--- src/rtl/pcc_pkg.sv ---
// Shared types and constants for the printf conversion counter.
// Holds the byte class record passed from front to back and the parse phases.
// No dependencies.
`timescale 1ns / 1ps

package pcc_pkg;

    // Width of the input byte and of the emitted count
    localparam int CH_W  = 8;
    localparam int OUT_W = 16;

    // Characters with a fixed meaning in a directive
    localparam logic [CH_W-1:0] CH_NUL  = 8'h00;
    localparam logic [CH_W-1:0] CH_PCT  = 8'h25;  // '%'
    localparam logic [CH_W-1:0] CH_STAR = 8'h2A;  // '*'
    localparam logic [CH_W-1:0] CH_DOT  = 8'h2E;  // '.'
    localparam logic [CH_W-1:0] CH_ZERO = 8'h30;  // '0'
    localparam logic [CH_W-1:0] CH_NINE = 8'h39;  // '9'
    localparam logic [CH_W-1:0] CH_H    = 8'h68;  // 'h'
    localparam logic [CH_W-1:0] CH_L    = 8'h6C;  // 'l'

    // Decoded classes of one format byte
    typedef struct packed {
        logic term;     // string terminator
        logic pct;      // percent sign
        logic flag;     // one of "-+ #0"
        logic star;     // star width or precision
        logic digit;    // decimal digit
        logic dot;      // precision marker
        logic len_h;    // 'h'
        logic len_l;    // 'l'
        logic len_one;  // single length modifier j z t L
        logic conv;     // conversion letter other than percent
    } t_cls;

    // Position in the directive syntax
    typedef enum logic [3:0] {
        PH_TEXT  = 4'd0,
        PH_FLAGS = 4'd1,
        PH_WDIG  = 4'd2,
        PH_PREC  = 4'd3,
        PH_PDIG  = 4'd4,
        PH_H     = 4'd5,
        PH_L     = 4'd6,
        PH_CONV  = 4'd7
    } t_phase;

endpackage

--- src/rtl/printf_conversion_counter.sv ---
// printf conversion counter: takes one format string byte per cycle
// while full is low and, on the zero terminator, returns the number of
// arguments the string uses (non-percent conversions plus star widths and
// precisions), clamped at 65535. Each byte gets a class decode in the
// front end and a phase transition and count update in the back end,
// with a two-entry queue between them; full rises when that queue holds
// two classes, as when a terminator waits for room in the result queue.
// A count is registered in the result queue before it shows on the result
// ports, and up to two counts wait in the output queue without stopping
// input. COUNT_BITS sets the width of the internal running count.
// Depends on pcc_pkg, pcc_front and pcc_back.
`timescale 1ns / 1ps

module printf_conversion_counter #(
    parameter int COUNT_BITS = 16
) (
    input  logic                       i_clk,
    input  logic                       i_rst_n,
    input  logic                       push,
    output logic                       full,
    input  logic [pcc_pkg::CH_W-1:0]   i_ch,
    output logic                       empty,
    input  logic                       pop,
    output logic [pcc_pkg::OUT_W-1:0]  o_conversion_count
);

    pcc_pkg::t_cls w_cls;
    logic          w_cls_vld;
    logic          w_cls_rdy;

    // Byte decode and class queue
    pcc_front u_front (
        .i_clk     (i_clk),
        .i_rst_n   (i_rst_n),
        .i_push    (push),
        .i_ch      (i_ch),
        .o_full    (full),
        .o_cls     (w_cls),
        .o_cls_vld (w_cls_vld),
        .i_cls_rdy (w_cls_rdy)
    );

    // Directive parser, counter and result queue
    pcc_back #(
        .COUNT_BITS (COUNT_BITS)
    ) u_back (
        .i_clk              (i_clk),
        .i_rst_n            (i_rst_n),
        .i_cls              (w_cls),
        .i_cls_vld          (w_cls_vld),
        .o_cls_rdy          (w_cls_rdy),
        .o_empty            (empty),
        .i_pop              (pop),
        .o_conversion_count (o_conversion_count)
    );

endmodule

--- src/rtl/pcc_front.sv ---
// Front end of the printf conversion counter: accepts format bytes,
// decodes each into a class record and queues it for the back end.
// Depends on pcc_pkg.
`timescale 1ns / 1ps

module pcc_front (
    input  logic                      i_clk,
    input  logic                      i_rst_n,
    input  logic                      i_push,
    input  logic [pcc_pkg::CH_W-1:0]  i_ch,
    output logic                      o_full,
    output pcc_pkg::t_cls             o_cls,
    output logic                      o_cls_vld,
    input  logic                      i_cls_rdy
);

    pcc_pkg::t_cls r_q [2];
    logic          r_wp;
    logic          r_rp;
    logic [1:0]    r_qcnt;

    pcc_pkg::t_cls n_cls;
    logic          w_wr;
    logic          w_rd;

    // Byte decode
    always_comb begin
        n_cls         = '0;
        n_cls.term    = (i_ch == pcc_pkg::CH_NUL);
        n_cls.pct     = (i_ch == pcc_pkg::CH_PCT);
        n_cls.star    = (i_ch == pcc_pkg::CH_STAR);
        n_cls.dot     = (i_ch == pcc_pkg::CH_DOT);
        n_cls.digit   = (i_ch >= pcc_pkg::CH_ZERO) && (i_ch <= pcc_pkg::CH_NINE);
        n_cls.len_h   = (i_ch == pcc_pkg::CH_H);
        n_cls.len_l   = (i_ch == pcc_pkg::CH_L);
        unique case (i_ch) inside
            "-", "+", " ", "#", "0": n_cls.flag = 1'b1;
            default:                 n_cls.flag = 1'b0;
        endcase
        unique case (i_ch) inside
            "j", "z", "t", "L": n_cls.len_one = 1'b1;
            default:            n_cls.len_one = 1'b0;
        endcase
        unique case (i_ch) inside
            "d", "i", "o", "u", "x", "X", "f", "F", "e", "E",
            "g", "G", "a", "A", "c", "s", "p", "n":
                     n_cls.conv = 1'b1;
            default: n_cls.conv = 1'b0;
        endcase
    end

    // Two-entry class queue
    assign o_full    = (r_qcnt == 2'd2);
    assign o_cls_vld = (r_qcnt != 2'd0);
    assign o_cls     = r_q[r_rp];
    assign w_wr      = i_push && !o_full;
    assign w_rd      = o_cls_vld && i_cls_rdy;

    always_ff @(posedge i_clk) begin
        if (!i_rst_n) begin
            r_wp   <= 1'b0;
            r_rp   <= 1'b0;
            r_qcnt <= 2'd0;
        end else begin
            if (w_wr) begin
                r_wp <= ~r_wp;
            end
            if (w_rd) begin
                r_rp <= ~r_rp;
            end
            case ({w_wr, w_rd})
                2'b10:   r_qcnt <= r_qcnt + 2'd1;
                2'b01:   r_qcnt <= r_qcnt - 2'd1;
                default: r_qcnt <= r_qcnt;
            endcase
        end
    end

    // Queue storage, no reset needed
    always_ff @(posedge i_clk) begin
        if (w_wr) begin
            r_q[r_wp] <= n_cls;
        end
    end

`ifndef SYNTHESIS
    a_qcnt_range: assert property (@(posedge i_clk) disable iff (!i_rst_n)
        r_qcnt <= 2'd2)
        else $error("class queue count out of range");

    a_qcnt_grow: assert property (@(posedge i_clk) disable iff (!i_rst_n)
        (w_wr && !w_rd) |=> (r_qcnt == $past(r_qcnt) + 2'd1))
        else $error("class queue did not grow on write");

    a_qcnt_shrink: assert property (@(posedge i_clk) disable iff (!i_rst_n)
        (w_rd && !w_wr) |=> (r_qcnt == $past(r_qcnt) - 2'd1))
        else $error("class queue did not shrink on read");
`endif

endmodule

--- src/rtl/pcc_back.sv ---
// Back end of the printf conversion counter: walks the directive syntax
// on decoded byte classes, keeps the saturating count and queues results.
// Depends on pcc_pkg.
`timescale 1ns / 1ps

module pcc_back #(
    parameter int COUNT_BITS = 16
) (
    input  logic                       i_clk,
    input  logic                       i_rst_n,
    input  pcc_pkg::t_cls              i_cls,
    input  logic                       i_cls_vld,
    output logic                       o_cls_rdy,
    output logic                       o_empty,
    input  logic                       i_pop,
    output logic [pcc_pkg::OUT_W-1:0]  o_conversion_count
);

    pcc_pkg::t_phase        r_phase;
    pcc_pkg::t_phase        n_phase;
    logic [COUNT_BITS-1:0]  r_count;
    logic [COUNT_BITS-1:0]  n_count;

    logic [pcc_pkg::OUT_W-1:0] r_res [2];
    logic                      r_wp;
    logic                      r_rp;
    logic [1:0]                r_rcnt;

    logic                      w_acc;
    logic                      w_term;
    logic                      w_res_wr;
    logic                      w_res_rd;
    logic                      w_bump;
    logic                      w_cot_bump;
    pcc_pkg::t_phase           w_lc_phase;
    logic                      w_lc_bump;
    logic [pcc_pkg::OUT_W-1:0] w_sat;

    // A terminator needs room in the result queue; other bytes always go
    assign o_cls_rdy = !i_cls.term || (r_rcnt != 2'd2);
    assign w_acc     = i_cls_vld && o_cls_rdy;
    assign w_term    = w_acc && i_cls.term;

    // Emitted value clamps at the output width
    generate
        if (COUNT_BITS > pcc_pkg::OUT_W) begin : g_wide
            assign w_sat = (|r_count[COUNT_BITS-1:pcc_pkg::OUT_W]) ? '1
                         : r_count[pcc_pkg::OUT_W-1:0];
        end else if (COUNT_BITS == pcc_pkg::OUT_W) begin : g_same
            assign w_sat = r_count;
        end else begin : g_narrow
            assign w_sat = {{(pcc_pkg::OUT_W-COUNT_BITS){1'b0}}, r_count};
        end
    endgenerate

    // Shared exits: conversion check, and length modifier then conversion
    always_comb begin
        w_cot_bump = i_cls.conv;
        if (i_cls.len_h) begin
            w_lc_phase = pcc_pkg::PH_H;
            w_lc_bump  = 1'b0;
        end else if (i_cls.len_l) begin
            w_lc_phase = pcc_pkg::PH_L;
            w_lc_bump  = 1'b0;
        end else if (i_cls.len_one) begin
            w_lc_phase = pcc_pkg::PH_CONV;
            w_lc_bump  = 1'b0;
        end else begin
            w_lc_phase = pcc_pkg::PH_TEXT;
            w_lc_bump  = w_cot_bump;
        end
    end

    // Parse phase next state
    always_comb begin
        n_phase = r_phase;
        w_bump  = 1'b0;
        unique case (r_phase)
            pcc_pkg::PH_TEXT: begin
                n_phase = i_cls.pct ? pcc_pkg::PH_FLAGS : pcc_pkg::PH_TEXT;
            end
            pcc_pkg::PH_FLAGS: begin
                if (i_cls.flag) begin
                    n_phase = pcc_pkg::PH_FLAGS;
                end else if (i_cls.star) begin
                    n_phase = pcc_pkg::PH_WDIG;
                    w_bump  = 1'b1;
                end else if (i_cls.digit) begin
                    n_phase = pcc_pkg::PH_WDIG;
                end else if (i_cls.dot) begin
                    n_phase = pcc_pkg::PH_PREC;
                end else begin
                    n_phase = w_lc_phase;
                    w_bump  = w_lc_bump;
                end
            end
            pcc_pkg::PH_WDIG: begin
                if (i_cls.digit) begin
                    n_phase = pcc_pkg::PH_WDIG;
                end else if (i_cls.dot) begin
                    n_phase = pcc_pkg::PH_PREC;
                end else begin
                    n_phase = w_lc_phase;
                    w_bump  = w_lc_bump;
                end
            end
            pcc_pkg::PH_PREC: begin
                if (i_cls.star) begin
                    n_phase = pcc_pkg::PH_PDIG;
                    w_bump  = 1'b1;
                end else if (i_cls.digit) begin
                    n_phase = pcc_pkg::PH_PDIG;
                end else begin
                    n_phase = w_lc_phase;
                    w_bump  = w_lc_bump;
                end
            end
            pcc_pkg::PH_PDIG: begin
                if (i_cls.digit) begin
                    n_phase = pcc_pkg::PH_PDIG;
                end else begin
                    n_phase = w_lc_phase;
                    w_bump  = w_lc_bump;
                end
            end
            pcc_pkg::PH_H: begin
                if (i_cls.len_h) begin
                    n_phase = pcc_pkg::PH_CONV;
                end else begin
                    n_phase = pcc_pkg::PH_TEXT;
                    w_bump  = w_cot_bump;
                end
            end
            pcc_pkg::PH_L: begin
                if (i_cls.len_l) begin
                    n_phase = pcc_pkg::PH_CONV;
                end else begin
                    n_phase = pcc_pkg::PH_TEXT;
                    w_bump  = w_cot_bump;
                end
            end
            pcc_pkg::PH_CONV: begin
                n_phase = pcc_pkg::PH_TEXT;
                w_bump  = w_cot_bump;
            end
            default: begin
                n_phase = pcc_pkg::PH_TEXT;
            end
        endcase
        // Terminator drops any open directive
        if (i_cls.term) begin
            n_phase = pcc_pkg::PH_TEXT;
        end
    end

    // Saturating count, cleared on a terminator
    always_comb begin
        if (i_cls.term) begin
            n_count = '0;
        end else if (w_bump && (r_count != '1)) begin
            n_count = r_count + 1'b1;
        end else begin
            n_count = r_count;
        end
    end

    always_ff @(posedge i_clk) begin
        if (!i_rst_n) begin
            r_phase <= pcc_pkg::PH_TEXT;
            r_count <= '0;
        end else if (w_acc) begin
            r_phase <= n_phase;
            r_count <= n_count;
        end
    end

    // Two-entry result queue
    assign w_res_wr           = w_term;
    assign o_empty            = (r_rcnt == 2'd0);
    assign w_res_rd           = i_pop && !o_empty;
    assign o_conversion_count = r_res[r_rp];

    always_ff @(posedge i_clk) begin
        if (!i_rst_n) begin
            r_wp   <= 1'b0;
            r_rp   <= 1'b0;
            r_rcnt <= 2'd0;
        end else begin
            if (w_res_wr) begin
                r_wp <= ~r_wp;
            end
            if (w_res_rd) begin
                r_rp <= ~r_rp;
            end
            case ({w_res_wr, w_res_rd})
                2'b10:   r_rcnt <= r_rcnt + 2'd1;
                2'b01:   r_rcnt <= r_rcnt - 2'd1;
                default: r_rcnt <= r_rcnt;
            endcase
        end
    end

    always_ff @(posedge i_clk) begin
        if (w_res_wr) begin
            r_res[r_wp] <= w_sat;
        end
    end

`ifndef SYNTHESIS
    a_rcnt_range: assert property (@(posedge i_clk) disable iff (!i_rst_n)
        r_rcnt <= 2'd2)
        else $error("result queue count out of range");

    a_term_clears: assert property (@(posedge i_clk) disable iff (!i_rst_n)
        w_term |=> (r_phase == pcc_pkg::PH_TEXT) && (r_count == '0))
        else $error("terminator did not return parser to text");

    a_count_mono: assert property (@(posedge i_clk) disable iff (!i_rst_n)
        !w_term |=> (r_count >= $past(r_count)))
        else $error("count fell without a terminator");

    a_term_writes: assert property (@(posedge i_clk) disable iff (!i_rst_n)
        (w_term && !w_res_rd) |=> (r_rcnt == $past(r_rcnt) + 2'd1))
        else $error("terminator did not queue a result");
`endif

endmodule

--- config.mk ---
export PLATFORM = sky130hd
export DESIGN_NAME = printf_conversion_counter
export DESIGN_NICKNAME = d
export VERILOG_FILES = /design/src/rtl/pcc_pkg.sv /design/src/rtl/printf_conversion_counter.sv /design/src/rtl/pcc_front.sv /design/src/rtl/pcc_back.sv
export SDC_FILE = /design/constraint.sdc
export NUM_CORES = 1
export LEC_CHECK = 0
export BUFFER_PORTS_ARGS = -buffer_cell sky130_fd_sc_hd__buf_4
export CORE_UTILIZATION = 30
export DETAILED_ROUTE_END_ITERATION = 16
export GPL_TIMING_DRIVEN = 0
export HOLD_SLACK_MARGIN = 0.12
export SLEW_MARGIN = 20
export SYNTH_ARGS = -nofsm -noshare
export SYNTH_HDL_FRONTEND = slang
export SYNTH_HIERARCHICAL = 1
export SYNTH_SLANG_ARGS = --single-unit
--- constraint.sdc ---
create_clock -name i_clk -period 3.3 [get_ports i_clk]
set_clock_uncertainty 0.2 [all_clocks]
set_input_delay 0.66 -clock i_clk [delete_from_list [all_inputs] [get_ports i_clk]]
set_output_delay 0.66 -clock i_clk [all_outputs]
set_load 0.01 [all_outputs]
==> summary.md <==
| Metric | Value |
|---|---|
| Drt pass-1 iters | 5 |
| Setup_tns | 0 ns |
| Arr. time, crit path | 2.76 ns |
| Register area share after synthesis | 52.73% |
| DRT iter0 DRCs | 232 |
| Post-CTS resize count | 0 |
| Crit-path max FO | 16 |
| Status | finished, final reports clean |
| Post-synth top area share | 38.44% |
| Maximum clock path buffer count | 2 |
| First-pass GRT wire length | 13.72 mm |
| Crit path time final | 3.014 ns |
| Switch share | 29.16% |
| Detail Route Antenna Nets | 0 |
| Worst setup margin | 0.2857 ns |
| Syn Inst Count | 371 |
| Gr ovfl total | 0 |
| Vias per cell | 4.975 |
| Fraction of registers with async set/reset | 0% |
| Dpl cells | 574 |
| Internal Pwr Total | 2203 uW |
| Routability cong. | 0.8039 |
| Number of synthesized flops with an enable pin | 52 |
| Synth top area cells | edfxtp_1, dfxtp_1, mux2_2, nand2_1, mux2i_1 |
| Syn Std Cell Area | 0.004063 mm^2 |
| Final Hold Fails | 0 |
| Die height | 118.4 um |
| Synth warnings | 6 |
| DR vias | 2935 |
| WHS | 0.2556 ns |
| Design area | 0.004768 mm^2 |
| Worst VDD drop | 0.2836 mV |
| Main synth FF type | edfxtp_1 |
| CTS Buf Count | 9 |
| Area Growth Syn to Fin | 17.37% |
| Post-CTS Hold Buffers | 0 |
| Worst-case reg-to-reg path depth | 7 |
| Vias in the first global route | 2921 |
| # Post-CTS Setup Buffers | 0 |
| Crit end category | register |
| Most frequent cells in the layout | edfxtp_1, nand2_1, buf_4 |
| Startpoint types | register |
| Hold Crit Depth | 0 |
| Fin. max-slew vios | 0 |
| CP Buf/Inv Count | 2 |
| Slowest stage delay, CP | 0.68 ns |
| Max Clk Rate | 331.8 MHz |
| Routed length per placed instance | 13.38 um |
| Critical path depth | 7 |
| RSZ-0062 raised after global routing | false |
| Critical-path cell list | buf_2, mux2_2, nand3b_1, and2_1, clkbuf_1, nand2_1, nor2_2 |
| Sink Count | 81 |
| Register share of total power | 41.5% |
| Starting Density | 30.68% |
| Num ports | 30 |
| Rows | 42 |
| Slew HR | 43.72% |
| Pwr dens | 652.2 mW/mm^2 |
| Initial antenna violation count | 0 |
| Clk root buf | clkbuf_16 |
| P_leak | 0.001596 uW |
| Final worst-path cycle share | 91.34% |
| # DRC | 0 |
| Gate power share | 28.5% |
| Avg Inst Size Synth | 10.95 um^2 |
| Largest net degree at the start of global routing | 17 |
| Routed wire length | 7.893 mm |
| CP max-delay cell | nor2_2 |
| CTS tree | yes |
| H-tree levels | 3 |
| Syn nets | 386 |
| GRT Total Usage | 12.13% |
| Worst-path clk slew | 0.06 ns |
| Clock Latency Late Sink | 0.32 ns |
| Dominant cell type by area after synthesis | edfxtp_1 |
| Crit Path Category | register to register |
| Most common cell after layout, fill and taps aside | edfxtp_1 |
| PortBufs | 27 |
| Slew @ Worst Pin | 0.8433 ns |
| Die Footprint | 0.01401 mm^2 |
| Layout cells sized above 1 | 18.12% |
| Ant diodes | 0 |
| Max-Cap Viols | 0 |
| Pre-CTS setup slack | 0.2414 ns |
| #FFs+latches synth | 81 |
| Die span in x | 118.4 um |
| Core footprint | 0.01324 mm^2 |
| Post-synthesis cell type count | 64 |
| Switching Power | 906.7 uW |
| Clock share of power | 30.0% |
| HP Class | register to register |
| Count of final setup violators | 0 |
| Post-Layout Cell Count | 590 |
| DP Wirelength | 5.503 mm |
| Final nets | 424 |
| Worst Path Required | 3.05 ns |
| DP Area | 0.004488 mm^2 |
| Crit-path leading delay family | simple AND/OR/NAND/NOR gates |
-- power groups by stage --
stage,sequential [uW],combinational (uW),clock (uW)
detailed placement,1310,890,0
finish,1290,887,934
global placement,1300,877,0
global route,1300,983,1010
floorplan,1300,615,0
CTS,1290,899,960
-- worst paths after layout --
check	start	to	slack (ns)
worst max-delay path	register	u_back/r_res[0][12]	0.29
worst min-delay path	u_back/r_count[6]	u_back/r_res[0][6]	0.26
worst max register to register	register	u_back/r_res[0][12]	0.29
worst min register to register	u_back/r_count[6]	u_back/r_res[0][6]	0.26
-- worst register-to-register path: stages, from the launching register on --
cell      delay, ns
dfxtp_1        0.30
buf_2          0.23
mux2_2         0.40
nand3b_1       0.12
and2_1         0.13
clkbuf_1       0.37
nand2_1        0.20
nor2_2         0.68
-- cells in the mapped netlist, drive strengths merged (2+ instances only) --
cell / number
edfxtp: 52
nand2: 39
dfxtp: 29
mux2: 26
nor2: 25
nand2b: 17
o21ai: 15
mux2i: 14
clkbuf: 11
nand3: 11
buf: 10
a21oi: 9
nor2b: 8
nor4: 8
inv: 7
xnor2: 7
and2: 6
nor3: 6
a31oi: 5
and3: 5
nand4: 5
or4: 5
a22oi: 4
nor3b: 4
and4: 3
ha: 3
nand3b: 3
o311ai: 3
a211oi: 2
a21boi: 2
o211ai: 2
o41a: 2
or3: 2
or3b: 2
-- flip-flops by register name (all words and copies together) (netlist names), named ones only --
| name | cells |
|---|---|
| u_front/r_wp | 1 |
| u_back/r_count | 16 |
| u_back/r_wp | 1 |
| u_back/r_rp | 1 |
| u_back/r_res | 32 |
| u_front/r_q | 20 |
| u_front/r_rp | 1 |
| u_front/r_qcnt | 2 |
| u_back/r_phase | 3 |
| u_back/r_rcnt | 2 |
-- through the flow --
| stage | power, uW | utilization (%) |
|---|---|---|
| 2_1_floorplan | 1910 | - |
| 3_3_place_gp | 2182 | 33.87 |
| 3_5_place_dp | 2201 | 33.89 |
| 4_1_cts | 3150 | 36.01 |
| 5_1_grt | 3295 | 36.01 |
| 6_report | 3110 | 36.01 |
-- cells by family after synthesis --
logic type      after synthesis  share of synthesized area, %
compound gates               58                         10.19
xor+xnor                      8                         1.725
fa+ha+maj                     3                        0.9240
buf+inv                      28                         3.357
flops                        81                         52.73
mux                          40                         10.66
simple gates                153                         20.42
-- per-layer routing --
layer | wire, um | GRT usage (%) | vias to the layer above
met5 | 0 | 0 | -
met2 | 3799 | 20.15 | 83
li1 | - | - | 1453
met4 | 92 | 4.351 | 0
met1 | 3674 | 15.21 | 1389
met3 | 327 | 3.089 | 10
-- cell type report --
type,count,area (um^2)
Fill cell,1341,8474
Multi-Input combinational cell,262,1787
Tap cell,176,220.2
Clock inverter,4,43.79
Buffer,21,110.1
Inverter,7,26.28
Timing Repair Buffer,27,202.7
Clock buffer,12,236.5
Sequential cell,81,2142
(Power assumes the default switching activity.)
